===== src/rtl/pjs_pkg.sv =====
// shared types and constants for the period jitter statistics block
package pjs_pkg;

    localparam int unsigned STAMP_W  = 32;
    localparam int unsigned SUM_W    = 64;
    localparam int unsigned US_W     = 20;
    localparam int unsigned PROD_W   = STAMP_W + US_W;
    localparam int unsigned STEP_W   = 6;
    localparam int unsigned AVG_STEPS  = 32;
    localparam int unsigned CONV_STEPS = PROD_W;
    localparam int unsigned CFG_IDX_W  = 1;

    localparam logic [US_W-1:0]    US_PER_SEC     = US_W'(1000000);
    localparam logic [STAMP_W-1:0] EXPECTED_RESET = STAMP_W'(100000);
    localparam logic [STAMP_W-1:0] CLOCK_HZ_RESET = STAMP_W'(100000000);

    // action codes
    localparam logic ACT_SAMPLE = 1'b0;
    localparam logic ACT_REPORT = 1'b1;

    // configuration register indexes
    localparam logic [CFG_IDX_W-1:0] REG_EXPECTED = 1'b0;
    localparam logic [CFG_IDX_W-1:0] REG_CLOCK_HZ = 1'b1;

    typedef struct packed {
        logic               action;
        logic [STAMP_W-1:0] timestamp;
    } pjs_in_t;

    typedef struct packed {
        logic [STAMP_W-1:0] min_jitter_us;
        logic [STAMP_W-1:0] max_jitter_us;
        logic [STAMP_W-1:0] avg_jitter_us;
    } pjs_out_t;

    typedef enum logic [2:0] {
        ST_IDLE,
        ST_DEV,
        ST_UPD,
        ST_AVG,
        ST_MUL,
        ST_CONV,
        ST_DONE
    } pjs_state_t;

endpackage


===== src/rtl/period_jitter_statistics_top.sv =====
// top level of the period jitter statistics block: sequencer, shared divider and window state
// A sample transaction (action 0) forms the wrapped period since the previous timestamp and
// its absolute deviation from the expected period register, then folds it into the window
// minimum, maximum, 64-bit sum and saturating count in the DEV and UPD states (the first sample
// after reset only stores its timestamp). A report transaction (action 1) snapshots and clears
// the window; an empty window gives no result. A non-empty report runs one shared restoring
// divider that retires one quotient bit per cycle: first the average division, then for min,
// max and average a multiply followed by a divide for the microsecond conversion. in_stall is
// high while the sequencer is busy. A finished result sits in an output register, so new
// transactions are taken while it waits for the consumer; a second report holds in its last
// cycle until that register empties. Configuration writes are always ready and take effect
// at once.
module period_jitter_statistics_top (
    input  logic                                 clk,
    input  logic                                 rst_n,
    input  logic                                 in_valid,
    output logic                                 in_stall,
    input  pjs_pkg::pjs_in_t                     in_data,
    output logic                                 out_valid,
    input  logic                                 out_stall,
    output pjs_pkg::pjs_out_t                    out_data,
    input  logic                                 cfg_valid,
    output logic                                 cfg_ready,
    input  logic [pjs_pkg::CFG_IDX_W-1:0]        cfg_index,
    input  logic [pjs_pkg::STAMP_W-1:0]          cfg_data
);
    import pjs_pkg::*;

    // conversion operand select
    localparam logic [1:0] CONV_MIN = 2'd0;
    localparam logic [1:0] CONV_MAX = 2'd1;
    localparam logic [1:0] CONV_AVG = 2'd2;

    pjs_state_t state_reg, state_next;

    // configuration
    logic [STAMP_W-1:0] expected_reg, expected_next;
    logic [STAMP_W-1:0] clock_hz_reg, clock_hz_next;

    // window state
    logic [STAMP_W-1:0] prev_stamp_reg, prev_stamp_next;
    logic               primed_reg, primed_next;
    logic [STAMP_W-1:0] win_min_reg, win_min_next;
    logic [STAMP_W-1:0] win_max_reg, win_max_next;
    logic [SUM_W-1:0]   win_sum_reg, win_sum_next;
    logic [STAMP_W-1:0] win_count_reg, win_count_next;

    // sample work value: period, then deviation
    logic [STAMP_W-1:0] work_reg, work_next;

    // report snapshot and conversion results
    logic [STAMP_W-1:0] snap_min_reg, snap_min_next;
    logic [STAMP_W-1:0] snap_max_reg, snap_max_next;
    logic [STAMP_W-1:0] avg_reg, avg_next;
    logic [STAMP_W-1:0] cv_min_reg, cv_min_next;
    logic [STAMP_W-1:0] cv_max_reg, cv_max_next;
    logic [1:0]         conv_sel_reg, conv_sel_next;

    // shared divider
    logic [STAMP_W-1:0] rem_reg, rem_next;
    logic [SUM_W-1:0]   quo_reg, quo_next;
    logic [STAMP_W-1:0] div_reg, div_next;
    logic [STEP_W-1:0]  step_reg, step_next;

    // output register
    logic               out_valid_reg, out_valid_next;
    pjs_out_t           out_data_reg, out_data_next;

    logic               in_accept;
    logic               step_last;
    logic [STAMP_W:0]   trial;
    logic [STAMP_W:0]   trial_diff;
    logic               trial_ge;
    logic [SUM_W-1:0]   quo_shift;
    logic [STAMP_W-1:0] rem_step;
    logic [STAMP_W-1:0] mul_op;
    logic [PROD_W-1:0]  product;

    assign in_accept = in_valid && !in_stall;
    assign step_last = (step_reg == '0);

    // one restoring divide step per cycle
    assign trial      = {rem_reg, quo_reg[SUM_W-1]};
    assign trial_diff = trial - {1'b0, div_reg};
    assign trial_ge   = (trial >= {1'b0, div_reg});
    assign rem_step   = trial_ge ? trial_diff[STAMP_W-1:0] : trial[STAMP_W-1:0];
    assign quo_shift  = {quo_reg[SUM_W-2:0], trial_ge};

    // cycles to microseconds: product registered into the divider
    always_comb
    begin
        case (conv_sel_reg)
            CONV_MIN: mul_op = snap_min_reg;
            CONV_MAX: mul_op = snap_max_reg;
            default:  mul_op = avg_reg;
        endcase
    end
    assign product = {{US_W{1'b0}}, mul_op} * {{STAMP_W{1'b0}}, US_PER_SEC};

    // next state
    always_comb
    begin
        state_next = state_reg;
        case (state_reg)
            ST_IDLE:
            begin
                if (in_accept)
                begin
                    if (in_data.action == ACT_SAMPLE)
                    begin
                        if (primed_reg)
                            state_next = ST_DEV;
                    end
                    else if (win_count_reg != '0)
                    begin
                        state_next = ST_AVG;
                    end
                end
            end
            ST_DEV:  state_next = ST_UPD;
            ST_UPD:  state_next = ST_IDLE;
            ST_AVG:  if (step_last) state_next = ST_MUL;
            ST_MUL:  state_next = ST_CONV;
            ST_CONV:
            begin
                if (step_last)
                    state_next = (conv_sel_reg == CONV_AVG) ? ST_DONE : ST_MUL;
            end
            ST_DONE: if (!out_valid_reg) state_next = ST_IDLE;
            default: state_next = ST_IDLE;
        endcase
    end

    // handshake outputs
    always_comb
    begin
        in_stall  = (state_reg != ST_IDLE);
        cfg_ready = 1'b1;
        out_valid = out_valid_reg;
        out_data  = out_data_reg;
    end

    // datapath
    always_comb
    begin
        expected_next   = expected_reg;
        clock_hz_next   = clock_hz_reg;
        prev_stamp_next = prev_stamp_reg;
        primed_next     = primed_reg;
        win_min_next    = win_min_reg;
        win_max_next    = win_max_reg;
        win_sum_next    = win_sum_reg;
        win_count_next  = win_count_reg;
        work_next       = work_reg;
        snap_min_next   = snap_min_reg;
        snap_max_next   = snap_max_reg;
        avg_next        = avg_reg;
        cv_min_next     = cv_min_reg;
        cv_max_next     = cv_max_reg;
        conv_sel_next   = conv_sel_reg;
        rem_next        = rem_reg;
        quo_next        = quo_reg;
        div_next        = div_reg;
        step_next       = step_reg;
        out_valid_next  = out_valid_reg;
        out_data_next   = out_data_reg;

        if (out_valid_reg && !out_stall)
            out_valid_next = 1'b0;

        if (cfg_valid && cfg_ready)
        begin
            case (cfg_index)
                REG_EXPECTED: expected_next = cfg_data;
                REG_CLOCK_HZ: clock_hz_next = cfg_data;
                default: ;
            endcase
        end

        case (state_reg)
            ST_IDLE:
            begin
                if (in_accept)
                begin
                    if (in_data.action == ACT_SAMPLE)
                    begin
                        prev_stamp_next = in_data.timestamp;
                        primed_next     = 1'b1;
                        work_next       = in_data.timestamp - prev_stamp_reg;
                    end
                    else
                    begin
                        // snapshot, clear window, load average division
                        snap_min_next  = win_min_reg;
                        snap_max_next  = win_max_reg;
                        rem_next       = win_sum_reg[SUM_W-1:STAMP_W];
                        quo_next       = {win_sum_reg[STAMP_W-1:0], {STAMP_W{1'b0}}};
                        div_next       = win_count_reg;
                        step_next      = STEP_W'(AVG_STEPS - 1);
                        win_min_next   = '1;
                        win_max_next   = '0;
                        win_sum_next   = '0;
                        win_count_next = '0;
                    end
                end
            end
            ST_DEV:
            begin
                work_next = (work_reg >= expected_reg) ? work_reg - expected_reg
                                                       : expected_reg - work_reg;
            end
            ST_UPD:
            begin
                if (work_reg < win_min_reg)
                    win_min_next = work_reg;
                if (work_reg > win_max_reg)
                    win_max_next = work_reg;
                // count saturates, sum freezes with it
                if (win_count_reg != '1)
                begin
                    win_sum_next   = win_sum_reg + {{(SUM_W-STAMP_W){1'b0}}, work_reg};
                    win_count_next = win_count_reg + 1'b1;
                end
            end
            ST_AVG:
            begin
                rem_next  = rem_step;
                quo_next  = quo_shift;
                step_next = step_reg - 1'b1;
                if (step_last)
                begin
                    avg_next      = quo_shift[STAMP_W-1:0];
                    conv_sel_next = CONV_MIN;
                end
            end
            ST_MUL:
            begin
                rem_next  = '0;
                quo_next  = {product, {(SUM_W-PROD_W){1'b0}}};
                // zero clock rate treated as one
                div_next  = (clock_hz_reg == '0) ? STAMP_W'(1) : clock_hz_reg;
                step_next = STEP_W'(CONV_STEPS - 1);
            end
            ST_CONV:
            begin
                rem_next  = rem_step;
                quo_next  = quo_shift;
                step_next = step_reg - 1'b1;
                if (step_last)
                begin
                    case (conv_sel_reg)
                        CONV_MIN: cv_min_next = quo_shift[STAMP_W-1:0];
                        CONV_MAX: cv_max_next = quo_shift[STAMP_W-1:0];
                        default: ;
                    endcase
                    conv_sel_next = conv_sel_reg + 1'b1;
                end
            end
            ST_DONE:
            begin
                if (!out_valid_reg)
                begin
                    out_valid_next              = 1'b1;
                    out_data_next.min_jitter_us = cv_min_reg;
                    out_data_next.max_jitter_us = cv_max_reg;
                    out_data_next.avg_jitter_us = quo_reg[STAMP_W-1:0];
                end
            end
            default: ;
        endcase
    end

    // control and window state
    always_ff @(posedge clk or negedge rst_n)
    begin
        if (!rst_n)
        begin
            state_reg      <= ST_IDLE;
            expected_reg   <= EXPECTED_RESET;
            clock_hz_reg   <= CLOCK_HZ_RESET;
            prev_stamp_reg <= '0;
            primed_reg     <= 1'b0;
            win_min_reg    <= '1;
            win_max_reg    <= '0;
            win_sum_reg    <= '0;
            win_count_reg  <= '0;
            conv_sel_reg   <= CONV_MIN;
            step_reg       <= '0;
            out_valid_reg  <= 1'b0;
        end
        else
        begin
            state_reg      <= state_next;
            expected_reg   <= expected_next;
            clock_hz_reg   <= clock_hz_next;
            prev_stamp_reg <= prev_stamp_next;
            primed_reg     <= primed_next;
            win_min_reg    <= win_min_next;
            win_max_reg    <= win_max_next;
            win_sum_reg    <= win_sum_next;
            win_count_reg  <= win_count_next;
            conv_sel_reg   <= conv_sel_next;
            step_reg       <= step_next;
            out_valid_reg  <= out_valid_next;
        end
    end

    // payload registers
    always_ff @(posedge clk)
    begin
        work_reg     <= work_next;
        snap_min_reg <= snap_min_next;
        snap_max_reg <= snap_max_next;
        avg_reg      <= avg_next;
        cv_min_reg   <= cv_min_next;
        cv_max_reg   <= cv_max_next;
        rem_reg      <= rem_next;
        quo_reg      <= quo_next;
        div_reg      <= div_next;
        out_data_reg <= out_data_next;
    end

`ifndef SYNTHESIS
    // divider never runs with a zero divisor
    assert property (@(posedge clk) disable iff (!rst_n)
        (state_reg == ST_AVG || state_reg == ST_CONV) |-> (div_reg != '0))
        else $error("divider running with zero divisor");

    // partial remainder stays below the divisor
    assert property (@(posedge clk) disable iff (!rst_n)
        (state_reg == ST_AVG || state_reg == ST_CONV) |-> (rem_reg < div_reg))
        else $error("divider remainder out of range");

    // an empty window holds its cleared values
    assert property (@(posedge clk) disable iff (!rst_n)
        (win_count_reg == '0) |-> (win_sum_reg == '0 && win_max_reg == '0 && win_min_reg == '1))
        else $error("empty window not clean");

    // a finished report reaches the output register next cycle
    assert property (@(posedge clk) disable iff (!rst_n)
        (state_reg == ST_DONE && !out_valid_reg) |=> (out_valid_reg && state_reg == ST_IDLE))
        else $error("report result not delivered");
`endif

endmodule


===== config.mk =====
export PLATFORM = sky130hd
export DESIGN_NAME = period_jitter_statistics_top
export DESIGN_NICKNAME = d
export VERILOG_FILES = /design/src/rtl/pjs_pkg.sv /design/src/rtl/period_jitter_statistics_top.sv
export SDC_FILE = /design/constraint.sdc
export NUM_CORES = 2
export LEC_CHECK = 0
export ABC_AREA = 1
export ABC_CLOCK_PERIOD_IN_PS = 11300
export BUFFER_PORTS_ARGS = -buffer_cell sky130_fd_sc_hd__buf_2
export CORE_MARGIN = 3
export CORE_UTILIZATION = 52
export CTS_CLUSTER_SIZE = 14
export DETAILED_ROUTE_END_ITERATION = 16
export PLACE_DENSITY = 0.73
export SLEW_MARGIN = 40
export SYNTH_ARGS = -nofsm -noshare
export SYNTH_HDL_FRONTEND = slang
export SYNTH_SLANG_ARGS = --single-unit

===== constraint.sdc =====
create_clock -name clk -period 11.3 [get_ports clk]
set_input_delay 1.13 -clock clk [delete_from_list [all_inputs] [get_ports clk]]
set_output_delay 1.13 -clock clk [all_outputs]
set_load 0.05 [all_outputs]

Yosys cells after proc, flatten, opt, wreduce, memory -nomap -nowiden
Index checks and enable logic that the tools add are counted.
{ "word_totals": {"output_inout_bits": 99, "in_bits": 71, "regBits": 685, "wordCells": 140} }
{ "op_classes": {"n_bitwise": 3, "n_eq_ne": 20, "order_cmp": 4, "mul": 1, "addsub": 8, "muxes": 48, "reduce_logical": 32} }
{ "op_table": {"columns": ["op", "count"], "rows": [
  ["32-bit two-way mux", 16],
  ["32-bit case mux with 2 select lines", 6],
  ["64-bit two-way mux", 5],
  ["64-bit case mux with 3 select lines", 1],
  ["64-bit case mux with 2 select lines", 1],
  ["32-bit subtractor", 4],
  ["32-bit case mux with 3 select lines", 1],
  ["64-bit by 32-bit adder with 64-bit output", 1],
  ["32-bit by 14-bit multiplier with 46-bit output, second input constant", 1],
  ["33-bit by 32-bit >= comparator with 1-bit output", 1],
  ["32-bit by 1-bit adder with 32-bit output, second input constant", 1],
  ["32-bit >= comparator", 1],
  ["32-bit > comparator", 1],
  ["32-bit logical NOT", 1],
  ["32-bit less-than comparator", 1],
  ["32-bit != test, second input constant", 1],
  ["32-bit nonzero test", 1],
  ["3-bit AND reduction", 8],
  ["3-bit two-way mux", 7],
  ["2-bit != test, second input constant", 9],
  ["3-bit case mux with 6 select lines", 1],
  ["6-bit case mux with 3 select lines", 1],
  ["6-bit two-way mux", 2],
  ["4-bit AND reduction", 3],
  ["22 further kinds", 41]
]} }

Depth between registers and ports, before layout
{ "depth": {"ltp_word": 5, "ltp_mapped": 33} }

Worst setup path after synthesis
Ideal clock, no wire load.
{ "synth_path": {"kind": "register to register", "startpoint": "register conv_sel_reg[0]", "endpoint": "register quo_reg[50] (data pin)", "n_path_buf": 4, "setup_ps": 259, "path_stages_with_launch": 30, "path_slack_ps": 4784, "arrival_time_ps": 6256, "cell_sequence": "dfrtp_1 inv_1 ha_1 buf_2 buf_2 buf_2 buf_1 a22o_1 a21oi_1 inv_1 fa_1 inv_1 fa_1 inv_1 fa_1 inv_1 fa_1 inv_1 ha_1 inv_1 fa_1 inv_1 ha_1 a21oi_1 o21ai_0 a21oi_1 a21boi_0 nand3b_1 nand3_1 nand3_1"} }
{ "synth_between": {"elab_chain_len": 4, "elab_cells_between_ends": 5, "cone_classes": "mul: 1; eq/ne: 1; mux: 2; reduce/logical: 1"} }
{ "synth_lines": {"columns": ["item", "line", "text"], "rows": [
  ["from (decl)", "period_jitter_statistics_top.sv:57", "logic [1:0] conv_sel_reg, conv_sel_next;"],
  ["from (signal assigned)", "period_jitter_statistics_top.sv:302", "conv_sel_reg <= conv_sel_next;"],
  ["2-bit by 1-bit == test with 1-bit output or 2-bit logical NOT (tied branches)", "period_jitter_statistics_top.sv:92", "case (conv_sel_reg)"],
  ["32-bit case mux with 2 select lines (*)", "period_jitter_statistics_top.sv:92", null],
  ["32-bit by 14-bit multiplier with 46-bit output (*)", "period_jitter_statistics_top.sv:98", "assign product = {{US_W{1'b0}}, mul_op} * {{STAMP_W{1'b0}}, US_PER_SEC};"],
  ["64-bit case mux with 3 select lines (*)", "period_jitter_statistics_top.sv:180", "case (state_reg)"],
  ["net quo_next[50]", "period_jitter_statistics_top.sv:61", "logic [SUM_W-1:0] quo_reg, quo_next;"],
  ["to (signal assigned)", "period_jitter_statistics_top.sv:318", "quo_reg <= quo_next;"],
  ["to (decl)", "period_jitter_statistics_top.sv:61", null]
]} }
Mark *: on every way through the listed nets, which the timed path passes. The rest lies on a longest branch.
A chain may end at the register's enable or synchronous reset.

Worst setup path in the final report
{ "layout_path": {"startpoint": "register conv_sel_reg[1]", "endpoint": "register quo_reg[60] (data pin)"} }
Same word-level chain as after synthesis.

==> impl_metrics.env <==
export IMPL_status="completed"
export IMPL_post_cts_setup_buffers=0
export IMPL_r2r_setup_slack_ns=4.00
export IMPL_final_layout_size_suffix_gt1_share_pct=7.71
export IMPL_rsz0062_at_grt="false"
export IMPL_start_util_pct=52.7
export IMPL_netlist_area_um2=48600
export IMPL_core_um2=92200
export IMPL_fill_cells=8592
export IMPL_clock_fmax_mhz=137
export IMPL_grt_pass1_vias=41400
export IMPL_cts_hold_buffers=0
export IMPL_stdcell_count=7630
export IMPL_utilization_pct=57.9
export IMPL_async_reset_ff_share_pct=39.3
export IMPL_grt_max_degree=80
export IMPL_synth_nets=6735
export IMPL_antenna_found_initial=4
export IMPL_synth_edf_count=416
export IMPL_wl_per_cell_um=20.7
export IMPL_synth_top_area_cell="edfxtp_1"
export IMPL_regToRegEndpoint="quo_reg[60]"
export IMPL_slew_headroom_pct=43.6
export IMPL_hold_depth=0
export IMPL_max_stage_delay_ns=0.59
export IMPL_syn_inst=6167
export IMPL_cts_tree="built"
export IMPL_viasPerCell=5.58
export IMPL_endpoint_kind="register"
export IMPL_die_h_um=312
export IMPL_io_buffers=168
export IMPL_cp_arrival_ns=7.71
export IMPL_synth_most_common_cell="nand2_1"
export IMPL_hold_viol=0
export IMPL_yosysSeqAreaShare_pct=39.7
export IMPL_syn_to_final_growth_pct=9.77
export IMPL_row_count=111
export IMPL_synth_area_per_cell_um2=7.89
export IMPL_wirelength_um=158000
export IMPL_critical_path_startpoint="conv_sel_reg[1]"
export IMPL_grt_first_pass_wirelength_um=243000
export IMPL_min_period_ns=7.30
export IMPL_cp_common_cell="inv_1"
export IMPL_cap_violations=0
export IMPL_ys_warnings_count=0
export IMPL_dr_pass1_iters=6
export IMPL_largest_register_ffs=96
export IMPL_cts_resized=0
export IMPL_fin_worst_skew_ns=0.0275
export IMPL_clkTransAtPathRegs_ns=0.06
export IMPL_finalSetupTns_ns=0
export IMPL_finalCritPeriodShare_pct=64.6
export IMPL_die_w_um=312
export IMPL_place_inst=7485
export IMPL_hold_end="out_data[32]"
export IMPL_drtAntennaViolNets=0
export IMPL_setup_viol=0
export IMPL_gp_congestion=1.02
export IMPL_hold_class="reg -> reg"
export IMPL_tightest_slew_ns=0.844
export IMPL_numCtsBuffers=77
export IMPL_required_ns=11.71
export IMPL_nNetsFinal=6889
export IMPL_grt_use_total_pct=32.4
export IMPL_pre_cts_ws_ns=4.01
export IMPL_clk_latency_ns=0.66
export IMPL_ios=170
export IMPL_dr_total_vias=42500
export IMPL_synth_cell_types=65
export IMPL_cts_buffer_depth=3
export IMPL_synth_top_cell_area_share_pct=25.7
export IMPL_synthTopCellsByCount="nand2_1 (1777), inv_1 (994), nor2_1 (478)"
export IMPL_timing_final_ws_setup_ns=4.00
export IMPL_r2r_start="conv_sel_reg[1]"
export IMPL_path_class="reg -> reg"
export IMPL_drt_iter0_markers=4394
export IMPL_post_dp_hpwl_um=125000
export IMPL_cts_sinks=685
export IMPL_post_route_drc_count=0
export IMPL_dieArea_um2=97200
export IMPL_overflow=0
export IMPL_synth_area_leaders="edfxtp_1 (26%), nand2_1 (14%), dfrtp_1 (11%), ha_1 (9.7%), inv_1 (7.7%)"
export IMPL_cpMaxStageDelayCell="a21oi_1"
export IMPL_clockRootBuffer="clkbuf_16"
export IMPL_htree_levels=3
export IMPL_finalMaxSlewViolations=0
export IMPL_worstRegToRegCells=28
export IMPL_min_delay_start="cv_max_reg[0]"
export IMPL_critPathLaunchType="register"
export IMPL_cp_max_fo=34
export IMPL_synth_seq_cells=685
export IMPL_synth_flop_cell="edfxtp_1"
per-layer routing:
| layer | GRT usage, % | wire length (um) | up-vias |
|---|---|---|---|
| met2 | 50.6 | 69900 | 1704 |
| met3 | 4.93 | 12000 | 294 |
| met4 | 15.3 | 8540 | 2 |
| met5 | 0 | 12 | - |
| li1 | - | - | 20300 |
| met1 | 44.4 | 67300 | 20300 |
worst max-delay path: cells and delay by family, from the launching register on:
family | cells | cell delay, ns
fa+ha+maj | 8 | 3.41
compound gates | 4 | 1.38
flops | 1 | 0.39
buf+inv | 10 | 1.31
simple gates | 6 | 0.55
cell type report:
class	count	area (um^2)	share of cell area, %
antenna	4	10.0	0.0188
multi-input combinational	4338	25000	46.7
tap	1243	1560	2.91
timing repair buffer	208	1280	2.39
clock buffer	98	2040	3.82
sequential	685	19300	36.1
inverter	1011	3800	7.12
clock inverter	43	460	0.863
kinds of logic (layout without fill, tap and decap cells):
logic type | Yosys count | after routing | synth area share [%]
multiplexers | 1 | 1 | 0.0206
adder cells (fa/ha/maj) | 498 | 498 | 14.7
other | 1 | 5 | 0.00771
AND/OR/NAND/NOR | 2856 | 2856 | 24.3
flip-flops | 685 | 685 | 39.7
XOR/XNOR | 105 | 105 | 1.91
buffers and inverters | 1144 | 1360 | 9.25
AO/OA/AOI/OAI | 877 | 877 | 10.1
layout by cell type, fill, tap and decap left out, types with 7 or more instances in the layout:
cell / netlist / final
a21o_1: 13 / 13
a21oi_1: 337 / 334
a21oi_2: 7 / 9
a22o_1: 37 / 37
buf_2: 48 / 167
buf_4: 8 / 27
clkbuf_1: 41 / 19
clkbuf_16: 0 / 78
clkinv_1: 2 / 9
clkinv_2: 0 / 15
dfrtp_1: 219 / 219
dfstp_2: 50 / 50
edfxtp_1: 416 / 416
fa_1: 121 / 121
ha_1: 376 / 376
inv_1: 994 / 992
inv_2: 14 / 16
nand2_1: 1777 / 1772
nand2_2: 12 / 14
nand3_1: 358 / 358
nand3b_1: 36 / 36
nand4_1: 62 / 62
nor2_1: 478 / 472
nor2_2: 17 / 15
nor2_4: 3 / 11
nor3_1: 59 / 59
nor4_1: 17 / 17
o211ai_1: 12 / 12
o21a_1: 14 / 14
o21ai_0: 357 / 357
o21ai_1: 32 / 32
o21ai_2: 7 / 7
o21bai_1: 25 / 25
o22ai_2: 14 / 14
or2_2: 13 / 13
xnor2_1: 37 / 37
xor2_1: 67 / 67
how the worst max path moves through the flow:
stage | slack, ns | end | cells after the start
after floorplan | 4.78 | quo_reg[50] | 29
after global placement | 4.06 | quo_reg[60] | 28
after detailed placement | 4.01 | quo_reg[56] | 28
after CTS | 4.03 | quo_reg[50] | 27
after global routing | 3.41 | quo_reg[56] | 28
final | 4.00 | quo_reg[60] | 28
through the flow:
stage	area (um^2)	hold slack (ns)
2_1_floorplan	48600	0.400
6_report	53400	0.405
3_5_place_dp	50900	0.405
3_3_place_gp	50700	0.401
5_1_grt	53400	0.419
4_1_cts	53400	0.401
Power is left out: the tool's default activity adds up to more than one toggle a clock period on the data nets, which glitch-free logic cannot reach.
